--- config.mk ---
export PLATFORM = sky130hd
export DESIGN_NAME = rgb2ypbpr_cfg
export DESIGN_NICKNAME = d
export VERILOG_FILES = /design/src/rtl/core/rgb2ypbpr_pkg.sv /design/src/rtl/core/rgb2ypbpr_cfg.sv
export SDC_FILE = /design/constraint.sdc
export NUM_CORES = 1
export LEC_CHECK = 0
export ABC_AREA = 1
export BUFFER_PORTS_ARGS = -buffer_cell sky130_fd_sc_hd__buf_2
export CORE_ASPECT_RATIO = 0.75
export CORE_MARGIN = 1
export CORE_UTILIZATION = 39
export DETAILED_ROUTE_END_ITERATION = 12
export GPL_TIMING_DRIVEN = 0
export PLACE_DENSITY = 0.64
export SETUP_SLACK_MARGIN = 0.05
export SLEW_MARGIN = 20
export SYNTH_ARGS = -nofsm -noshare
export SYNTH_HDL_FRONTEND = slang
export SYNTH_SLANG_ARGS = --single-unit
export TNS_END_PERCENT = 1
--- constraint.sdc ---
create_clock -name clk -period 5.9 [get_ports clk]
set_clock_uncertainty 0.2 [all_clocks]
set_input_delay 0.885 -clock clk [delete_from_list [all_inputs] [get_ports clk]]
set_output_delay 0.885 -clock clk [all_outputs]
set_load 0.05 [all_outputs]
--- src/rtl/core/rgb2ypbpr_pkg.sv ---
// shared types, widths and coefficients of the rgb to ypbpr converter
package rgb2ypbpr_pkg;

  localparam int FRAC_BITS   = 16;
  localparam int CH_W        = 16;
  localparam int MAX_W       = 16;
  localparam int NUM_CH      = 3;
  localparam int NUM_LANES   = 3;
  localparam int OUT_W       = FRAC_BITS + 1;
  localparam int Q_W         = FRAC_BITS + 1;
  localparam int COEF_W      = 21;
  localparam int ONE_W       = COEF_W - 1;
  localparam int PROD_W      = CH_W + 1 + COEF_W;
  localparam int SUM_W       = PROD_W + 2;
  // 1e6 * 65535 fits in 36 bits
  localparam int DEN_W       = 36;
  localparam int NUM_W       = DEN_W + FRAC_BITS;
  localparam int IN_DATA_W   = ((NUM_CH * CH_W + 7) / 8) * 8;
  localparam int OUT_DATA_W  = ((NUM_LANES * OUT_W + 7) / 8) * 8;
  localparam int OUT_PAD_W   = OUT_DATA_W - NUM_LANES * OUT_W;

  localparam logic [ONE_W-1:0] COEF_ONE      = ONE_W'(1000000);
  localparam logic [MAX_W-1:0] MAX_VAL_RESET = MAX_W'(255);

  // channel order in the input transfer
  localparam int CH_RED   = 0;
  localparam int CH_GREEN = 1;
  localparam int CH_BLUE  = 2;

  // lane order in the output transfer
  localparam int LANE_Y  = 0;
  localparam int LANE_PB = 1;
  localparam int LANE_PR = 2;

  typedef logic signed [COEF_W-1:0] coef_t;

  // coefficients in millionths, rows are lanes, columns are channels
  localparam coef_t COEF [NUM_LANES][NUM_CH] = '{
    '{ 21'sd299000,  21'sd587000,  21'sd114000},
    '{-21'sd168736, -21'sd331264,  21'sd500000},
    '{ 21'sd500000, -21'sd418688, -21'sd81312}
  };

  typedef struct packed {
    logic [MAX_W-1:0] max_val;
    logic [DEN_W-1:0] den;
  } cfg_t;

  typedef struct packed {
    logic             neg;
    logic [NUM_W-1:0] num;
  } lane_t;

  typedef struct packed {
    logic           neg;
    logic [Q_W-1:0] quo;
  } quo_t;

endpackage

--- src/rtl/core/rgb2ypbpr_cfg.sv ---
// max value register and the derived divisor
module rgb2ypbpr_cfg import rgb2ypbpr_pkg::*; (
  input  logic             clk,
  input  logic             rst_n,
  input  logic             cfg_valid,
  output logic             cfg_ready,
  input  logic [MAX_W-1:0] cfg_data,
  output cfg_t             cfg
);

  logic [MAX_W-1:0] max_val_r;
  logic [DEN_W-1:0] den_r;
  logic [MAX_W-1:0] max_eff;
  logic [DEN_W-1:0] den_nxt;
  logic [DEN_W-1:0] den_rst;

  // a zero maximum divides by one million
  assign max_eff = (cfg_data == '0) ? MAX_W'(1) : cfg_data;
  assign den_nxt = DEN_W'(COEF_ONE) * DEN_W'(max_eff);
  assign den_rst = DEN_W'(COEF_ONE) * DEN_W'(MAX_VAL_RESET);

  always_ff @(posedge clk) begin
    if (!rst_n) begin
      max_val_r <= MAX_VAL_RESET;
      den_r     <= den_rst;
    end else if (cfg_valid) begin
      max_val_r <= cfg_data;
      den_r     <= den_nxt;
    end
  end

  assign cfg_ready   = 1'b1;
  assign cfg.max_val = max_val_r;
  assign cfg.den     = den_r;

endmodule

==> qor.csv <==
metric,value,unit
status,"complete, but fails checks",
violations,setup timing,
grt-ovfl-total,0,
grt_pass1_vias,5368,
slowest_delay,0.56,ns
cts_root_buf,clkbuf_16,
drc,0,
tritoncts,built,
cp_max_fo,7,
num-fill-cells,1513,
clock_path_buffers,2,
initialDrtViolationCount,320,
cts_sinks,46,
dr.pass1.iters,5,
vias,5397,
gr-usage-all-layers,21.41,%
initial_core_util,39.91,%
maxCapViolations,0,
syn_to_final_growth,24.18,%
required,5.95,ns
rsz0062_at_grt,yes,
h-tree-depth,2,
final-hold-violation-count,0,
min_period,5.934,ns
tightest_slew,0.6367,ns
dpl.hpwl,13.25,mm
finalSetupTns,-0.03376,ns
grt_max_degree,18,
cp.arrival,5.98,ns
worst_slack,-0.03376,ns
synth.distinct_cells,32,
ant_nets,0,
syn_avg_cell_area,7.182,um^2
die_w,146.1,um
antenna_found_initial,0,
setup-violations-final,1,
core,0.01522,mm^2
cp_slowest_cell,fa_1,
netlist_instances,846,
drt-total-wl,16.39,mm
crit_type,input port to register,
start_kind,input port,
gp_congestion,0.9167,
synthFlopType,dfxtp_1,
clk_latency,0.30,ns
antenna_cells,0,
min_period_over_period,100.6,%
viasPerCell,4.701,
slew_headroom,57.55,%
portBuffers,63,
yosysWarnings,0,
slew_viol_final,0,
drive_above_1_share,22.16,%
end_kind,register,
ys_seq_area_share,15.16,%
cts_hold_buf,0,
hold_class,register to register,
core.rowCount,39,
synth_enable_flop_cells,0,
fmax,0.1685,GHz
yosys_register_bits,46,
avgRoutedWirePerCell,14.27,um
clk_pin_slew,0.08,ns
synthArstFlopShare,0,%
num_io_pins,72,
die_h,110.1,um
dieArea,0.01609,mm^2
final_nets,1123,
synth_area,0.006076,mm^2
cts-buffers-inserted,5,
grt_pass1_wl,26.77,mm
==> per-stage QoR <==
stage | util [%] | std cells | instance area, um^2 | hold WS [ns] | setup WS [ns]
finish | 49.56 | 1148 | 7545 | 0.2527 | -0.03376
global route | 49.56 | 1148 | 7545 | 0.2738 | -0.2357
CTS | 47.19 | 1141 | 7184 | 0.2575 | 0.03045
detailed placement | 43.92 | 1119 | 6686 | 0.2369 | -0.9521
global placement | 43.92 | 1119 | 6686 | 0.2348 | -0.9294
floorplan | - | 851 | 6115 | 0.4866 | 0.05206
==> path summary, 6_finish.rpt <==
check	start	endpoint	slack, ns	cells past startpoint
hold / removal	max_val_r[1]	max_val_r[1]	0.25	2
hold reg to reg	max_val_r[1]	max_val_r[1]	0.25	2
setup / recovery	cfg_data[13]	den_r[30]	-0.03	27
setup reg to reg	max_val_r[15]	max_val_r[15]	5.02	2
==> layer usage <==
metal  vias to the layer above  share of wire [%]  track usage, %
li1                       2782                  -               -
met1                      2469                 51           30.46
met5                         -                  0               0
met3                        17                6.0           4.115
met4                         0                1.1           2.976
met2                       129                 42           34.42
==> cells in the mapped netlist (all sizes together), types with 2 or more instances <==
master    n  area [um^2]
nand4     9        56.30
a21oi    35        178.9
o21bai    2        15.01
nor3      3        15.01
o21ai    25        125.1
clkbuf   16        80.08
or2       5        31.28
dfxtp    46        920.9
inv     183        686.9
nand2   208        788.3
nand3    40        200.2
o211ai    6        45.04
nor2     81        326.6
ha      109         1364
xor2      6        52.55
buf      11        75.07
fa       53         1061
conb      2        7.510
==> cell usage in the layout, fill, tap and decap left out, types with 7 or more instances in the layout <==
| cell type | count |
|---|---|
| buf_4 | 28 |
| buf_2 | 64 |
| nand2_1 | 187 |
| fa_1 | 50 |
| dfxtp_1 | 46 |
| nand4_1 | 9 |
| a21oi_1 | 31 |
| ha_4 | 21 |
| ha_1 | 85 |
| clkbuf_1 | 14 |
| inv_2 | 7 |
| nor2_1 | 55 |
| conb_1 | 7 |
| nand2_2 | 16 |
| o21ai_0 | 17 |
| nor2_4 | 14 |
| nand3_1 | 35 |
| nor2_2 | 12 |
| inv_1 | 170 |
==> final cells by class <==
cell class                 instances  area, um^2  area share, %
multi-input combinational        593        4846          64.23
sequential                        46       920.9          12.21
inverter                         184       708.2          9.386
timing repair buffer              84       494.2          6.551
tap                              205       256.5          3.400
buffer                            28       167.7          2.222
clock buffer                       5       125.1          1.658
clock inverter                     3       26.28         0.3483
==> flip-flops by register name, summed over array words and instances, names as in the netlist <==
name       flops
den_r         30
max_val_r     16
==> kinds of logic (layout without fill, tap and decap cells) <==
group / count (synthesis) / in the layout / synth area share, %
AO/OA/AOI/OAI: 69 / 69 / 6.116
XOR/XNOR: 7 / 7 / 1.009
adder cells (fa/ha/maj): 162 / 162 / 39.91
buffers and inverters: 212 / 304 / 14.13
flip-flops: 46 / 46 / 15.16
other: 2 / 7 / 0.1236
AND/OR/NAND/NOR: 348 / 348 / 23.56
==> critical path: cells and delay by family <==
family | cells | cell delay (ns)
buf+inv | 8 | 0.69
fa+ha+maj | 7 | 2.95
simple gates | 12 | 1.44
==> what timing repair did <==
action                                  4_1_cts  5_1_grt
cloned                                        0        0
endpoints found under the setup margin       17       17
setup buffers                                14        7
pin swaps                                    17       25
endpoints found under the hold margin         0        0
gates resized for setup                      52       68
Power is not shown: default switching activity piles up to over one toggle a cycle in this logic, so the estimate is an artifact.
