### src/rtl/core/rgb2ypbpr_pkg.sv
// shared types, widths and coefficients of the rgb to ypbpr converter
package rgb2ypbpr_pkg;

  localparam int FRAC_BITS   = 16;
  localparam int CH_W        = 16;
  localparam int MAX_W       = 16;
  localparam int NUM_CH      = 3;
  localparam int NUM_LANES   = 3;
  localparam int OUT_W       = FRAC_BITS + 1;
  localparam int Q_W         = FRAC_BITS + 1;
  localparam int COEF_W      = 21;
  localparam int ONE_W       = COEF_W - 1;
  localparam int PROD_W      = CH_W + 1 + COEF_W;
  localparam int SUM_W       = PROD_W + 2;
  // 1e6 * 65535 fits in 36 bits
  localparam int DEN_W       = 36;
  localparam int NUM_W       = DEN_W + FRAC_BITS;
  localparam int IN_DATA_W   = ((NUM_CH * CH_W + 7) / 8) * 8;
  localparam int OUT_DATA_W  = ((NUM_LANES * OUT_W + 7) / 8) * 8;
  localparam int OUT_PAD_W   = OUT_DATA_W - NUM_LANES * OUT_W;

  localparam logic [ONE_W-1:0] COEF_ONE      = ONE_W'(1000000);
  localparam logic [MAX_W-1:0] MAX_VAL_RESET = MAX_W'(255);

  // channel order in the input transfer
  localparam int CH_RED   = 0;
  localparam int CH_GREEN = 1;
  localparam int CH_BLUE  = 2;

  // lane order in the output transfer
  localparam int LANE_Y  = 0;
  localparam int LANE_PB = 1;
  localparam int LANE_PR = 2;

  typedef logic signed [COEF_W-1:0] coef_t;

  // coefficients in millionths, rows are lanes, columns are channels
  localparam coef_t COEF [NUM_LANES][NUM_CH] = '{
    '{ 21'sd299000,  21'sd587000,  21'sd114000},
    '{-21'sd168736, -21'sd331264,  21'sd500000},
    '{ 21'sd500000, -21'sd418688, -21'sd81312}
  };

  typedef struct packed {
    logic [MAX_W-1:0] max_val;
    logic [DEN_W-1:0] den;
  } cfg_t;

  typedef struct packed {
    logic             neg;
    logic [NUM_W-1:0] num;
  } lane_t;

  typedef struct packed {
    logic           neg;
    logic [Q_W-1:0] quo;
  } quo_t;

endpackage

### src/rtl/core/rgb2ypbpr_mac.sv
// saturate, weigh, sum and form the rounded dividend of each lane
module rgb2ypbpr_mac import rgb2ypbpr_pkg::*; (
  input  logic            clk,
  input  logic            rst_n,
  input  logic            adv,
  input  cfg_t            cfg,
  input  logic            in_valid,
  output logic            in_ready,
  input  logic [CH_W-1:0] chan [NUM_CH],
  output logic            num_valid,
  output lane_t           num [NUM_LANES]
);

  logic                     load;
  logic                     sat_v_r, prod_v_r, sum_v_r, mag_v_r, num_v_r;
  logic [CH_W-1:0]          sat_r    [NUM_CH];
  logic [CH_W-1:0]          sat_nxt  [NUM_CH];
  logic signed [PROD_W-1:0] prod_r   [NUM_LANES][NUM_CH];
  logic signed [PROD_W-1:0] prod_nxt [NUM_LANES][NUM_CH];
  logic signed [SUM_W-1:0]  sum_r    [NUM_LANES];
  logic signed [SUM_W-1:0]  sum_nxt  [NUM_LANES];
  logic [SUM_W-1:0]         abs_full [NUM_LANES];
  logic [DEN_W-1:0]         mag_r    [NUM_LANES];
  logic                     neg_r    [NUM_LANES];
  lane_t                    num_r    [NUM_LANES];
  lane_t                    num_nxt  [NUM_LANES];

  // the head stage may fill a bubble even while the rest is held
  assign load     = adv || !sat_v_r;
  assign in_ready = load;

  always_comb begin
    for (int c = 0; c < NUM_CH; c++) begin
      sat_nxt[c] = (chan[c] > cfg.max_val) ? cfg.max_val : chan[c];
    end
    for (int l = 0; l < NUM_LANES; l++) begin
      for (int c = 0; c < NUM_CH; c++) begin
        prod_nxt[l][c] = PROD_W'($signed({1'b0, sat_r[c]})) * PROD_W'(COEF[l][c]);
      end
      sum_nxt[l] = SUM_W'(prod_r[l][CH_RED]) + SUM_W'(prod_r[l][CH_GREEN])
                 + SUM_W'(prod_r[l][CH_BLUE]);
      abs_full[l] = sum_r[l][SUM_W-1] ? SUM_W'(-sum_r[l]) : SUM_W'(sum_r[l]);
      // half the divisor is added so the quotient rounds half away from zero
      num_nxt[l].neg = neg_r[l];
      num_nxt[l].num = {mag_r[l], {FRAC_BITS{1'b0}}} + NUM_W'(cfg.den >> 1);
    end
  end

  always_ff @(posedge clk) begin
    if (!rst_n) begin
      sat_v_r <= 1'b0;
    end else if (load) begin
      sat_v_r <= in_valid;
    end
  end

  always_ff @(posedge clk) begin
    if (!rst_n) begin
      prod_v_r <= 1'b0;
      sum_v_r  <= 1'b0;
      mag_v_r  <= 1'b0;
      num_v_r  <= 1'b0;
    end else if (adv) begin
      prod_v_r <= sat_v_r;
      sum_v_r  <= prod_v_r;
      mag_v_r  <= sum_v_r;
      num_v_r  <= mag_v_r;
    end
  end

  always_ff @(posedge clk) begin
    if (load) begin
      sat_r <= sat_nxt;
    end
  end

  always_ff @(posedge clk) begin
    if (adv) begin
      prod_r <= prod_nxt;
      sum_r  <= sum_nxt;
      for (int l = 0; l < NUM_LANES; l++) begin
        mag_r[l] <= abs_full[l][DEN_W-1:0];
        neg_r[l] <= sum_r[l][SUM_W-1];
      end
      num_r <= num_nxt;
    end
  end

  assign num_valid = num_v_r;
  assign num       = num_r;

endmodule

### config.mk
export PLATFORM = sky130hd
export DESIGN_NAME = rgb2ypbpr_mac
export DESIGN_NICKNAME = d
export VERILOG_FILES = /design/src/rtl/core/rgb2ypbpr_pkg.sv /design/src/rtl/core/rgb2ypbpr_mac.sv
export SDC_FILE = /design/constraint.sdc
export NUM_CORES = 2
export LEC_CHECK = 0
export ABC_CLOCK_PERIOD_IN_PS = 8600
export BUFFER_PORTS_ARGS = -buffer_cell sky130_fd_sc_hd__buf_2
export CORE_ASPECT_RATIO = 1.5
export CORE_MARGIN = 5
export CORE_UTILIZATION = 45
export CTS_CLUSTER_SIZE = 20
export DETAILED_ROUTE_END_ITERATION = 6
export MAX_ROUTING_LAYER = met4
export SYNTH_ARGS = -nofsm -noshare
export SYNTH_HDL_FRONTEND = slang
export SYNTH_SLANG_ARGS = --single-unit
### constraint.sdc
create_clock -name clk -period 8.6 [get_ports clk]
set_input_delay 0.43 -clock clk [delete_from_list [all_inputs] [get_ports clk]]
set_output_delay 0.43 -clock clk [all_outputs]
set_load 0.02 [all_outputs]
==> impl_metrics.ini <==
[outcome]
status = finished with violations
violations = DRC

[worst_setup_path]
path_cells = inv_1, fa_1, fa_1, inv_1, ha_1, inv_1, fa_1, inv_1, fa_1, inv_1, fa_1, inv_1, ha_1, and4_1, a21oi_1, o21ai_0, a31oi_1, o21ai_0, o21ai_0, o2bb2ai_1, nor3_1, o41a_1, xor2_1
end_kind = flip-flop
worst-path-stages = 23
crit_required_ns = 9.03
r2r-start = sat_r[37]
slowest_delay_ns = 0.92
critPathCapture = prod_r[337]
startpoint = sat_r[37]
cpMostUsedCell = inv_1
crit_buf_inv = 6
critPathLaunchType = flip-flop
critPathTopFamily = adder cells
worstRegToRegCells = 23
cpMaxStageDelayCell = edfxtp_1
path_class = reg -> reg
reg2reg_slack_ns = 1.32
r2r_end = prod_r[337]
cp_max_fo = 13
worstPathArrival_ns = 7.72

[drt]
finalWirelength_um = 191900
drc = 3
drt-initial-drc-count = 2071
ant_nets = 0
drt-vias-per-instance = 5.335
detail_route.wl_per_cell_um = 23.26
dr.pass1.iters = 7
dr_total_vias = 44030

[timing]
hold_viol = 0
final.period_utilization_pct = 84.71
setup_viol = 0
fmax_ghz = 0.1373
worstMarginPinSlew_ns = 1.215
relSlewSlack_pct = 18.17
finalSetupTns_ns = 0
slew_viol_final = 0
fin_skew_ns = 0.04433
rsz0062_at_grt = no
min_period_ns = 7.285

[global_route]
first_global_vias = 46760
antenna_found_initial = 15
grtUsageTotal_pct = 25.63
grt_pass1_wl_um = 283600
grt_start_max_net_pins = 157
grt-ovfl-total = 0

[floorplan]
start_util_pct = 45.21
ios = 265
core_area_um2 = 146100
die_area_um2 = 154700
num_rows = 172
die_y_um = 479.3
die_x_um = 322.8

[final_layout]
syn2layout_area_growth_pct = 9.550
drive_gt1_share_pct = 7.109
nNetsFinal = 8248

[synthesis]
yosys_warnings = 0
synthCells = 5921
syn_area_per_cell_um2 = 11.16
syn-cell-area_um2 = 66060
synth_seq_cells = 624
ys_seq_area_share_pct = 28.29
synth_flop_cell = edfxtp_1
synth_cell_types = 75
yosys.area.top_type = edfxtp_1
synth_top_area_share_pct = 28.14
synth.area.top_cells = edfxtp_1 28%, ha_1 22%, fa_1 22%
synth_edf_count = 619
ys_async_sr_fraction_pct = 0
synth_nets = 7887

[clock_tree]
cts_setup_buffers = 0
clk_latency_ns = 0.70
clock_tree.root_cell = clkbuf_16
clk_pin_slew_ns = 0.06
cts_htree_levels = 3
post_cts_resized = 0
cts_buffers = 69
clock-sinks = 624
holdBufCountCts = 38
cts_tree = done
cts_max_path_buffers = 3

[worst_hold_path]
min_path_type = in -> reg

[flow_run]
cap_viol_max_count = 0

[placement]
port_buffers = 262
gp_congestion = 1.007
hpwl_um = 166800
how the worst min path moves through the flow:
stage	start	endpoint	slack, ns	cells past startpoint
global route	chan[11]	sat_r[11]	0.06	3
detailed placement	sum_r[101]	mag_r[0][21]	0.40	0
finish	chan[12]	sat_r[12]	0.06	3
floorplan	sum_r[90]	mag_r[0][10]	0.40	0
CTS	chan[7]	sat_r[7]	0.002	3
global placement	sum_r[86]	mag_r[0][6]	0.40	0
cell usage after synthesis (31+ instances only):
| library cell | n |
|---|---|
| nor3_1 | 48 |
| nor2_1 | 203 |
| nand4_1 | 36 |
| ha_1 | 1148 |
| nand3_1 | 74 |
| a21o_1 | 161 |
| xnor2_1 | 287 |
| xor2_1 | 129 |
| nor2b_1 | 56 |
| o21bai_1 | 53 |
| buf_4 | 42 |
| o21ai_0 | 218 |
| fa_1 | 714 |
| a31oi_1 | 31 |
| nand2b_1 | 48 |
| o21a_1 | 66 |
| nand2_1 | 208 |
| edfxtp_1 | 619 |
| inv_1 | 1147 |
| a21oi_1 | 277 |
registers in the layout, summed over array words and instances (netlist names):
register   cells
prod_r       262
num          117
sum_r         96
mag_r         94
sat_r         48
neg_r          2
mag_v_r        1
num_valid      1
prod_v_r       1
sat_v_r        1
sum_v_r        1
worst register-to-register path, delay by kind of cell, from the launching register on:
family	cells	cell delay, ns
AOI/OAI and AO/OA	7	1.94
buffers and inverters	6	0.48
DFF	1	0.92
adders and majority gates	7	3.21
xor gates and xnor gates	1	0.14
and+or+nand+nor	2	0.35
stage by stage:
stage / cells / worst slack, ns / util, % / area, µm² / hold slack (ns)
floorplan: 5921 / 2.248 / - / 66060 / 0.4003
global placement: 8087 / 1.419 / 47.79 / 69830 / 0.4007
detailed placement: 8087 / 1.370 / 47.79 / 69830 / 0.4045
CTS: 8244 / 1.333 / 49.51 / 72350 / 0.001806
global route: 8252 / 0.9308 / 49.52 / 72370 / 0.06190
finish: 8253 / 1.315 / 49.52 / 72370 / 0.05912
per-layer routing:
metal,wire length [µm],up-vias,global-route usage [%]
met5,0,-,-
met4,15800,0,16.83
met3,6393,440,2.347
met2,102000,1097,46.86
met1,67780,21730,25.97
li1,-,20770,-
layout by cell type, fill, tap and decap left out, types with 21 or more instances in the layout:
cell type | netlist | layout
a211oi_1 | 27 | 27
a21o_1 | 161 | 161
a21oi_1 | 277 | 277
a31oi_1 | 31 | 31
and3_1 | 30 | 30
buf_2 | 0 | 261
buf_4 | 42 | 55
clkbuf_16 | 0 | 70
dlygate4sd3_1 | 0 | 38
edfxtp_1 | 619 | 619
fa_1 | 714 | 714
ha_1 | 1148 | 1148
inv_1 | 1147 | 1147
nand2_1 | 208 | 208
nand2b_1 | 48 | 47
nand3_1 | 74 | 74
nand4_1 | 36 | 36
nor2_1 | 203 | 203
nor2b_1 | 56 | 56
nor3_1 | 48 | 48
o21a_1 | 66 | 66
o21ai_0 | 218 | 218
o21bai_1 | 53 | 53
o31ai_1 | 23 | 21
xnor2_1 | 287 | 287
xor2_1 | 129 | 129
cell type report:
class | count | area [µm²]
fillers | 13240 | 73760
clock buffers | 77 | 1778
flip-flops and latches | 624 | 18690
well taps | 1914 | 2395
clock inverters | 42 | 354.1
multi-input cells | 4084 | 42690
inverters | 1147 | 4305
diodes | 9 | 22.52
repair buffers | 356 | 2135
logic make-up (layout without fill, tap and decap cells):
family	after synthesis	after routing	share of synthesized area, %
xor+xnor	416	416	5.515
flops	624	624	28.29
compound gates	996	996	9.627
simple gates	800	800	5.908
fa+ha+maj	1862	1862	43.38
buf+inv	1213	1622	7.131
mux	9	9	0.1421
other cells	1	10	0.005677
Power is not shown: default switching activity piles up to over one toggle a cycle in this logic, so the estimate is an artifact.
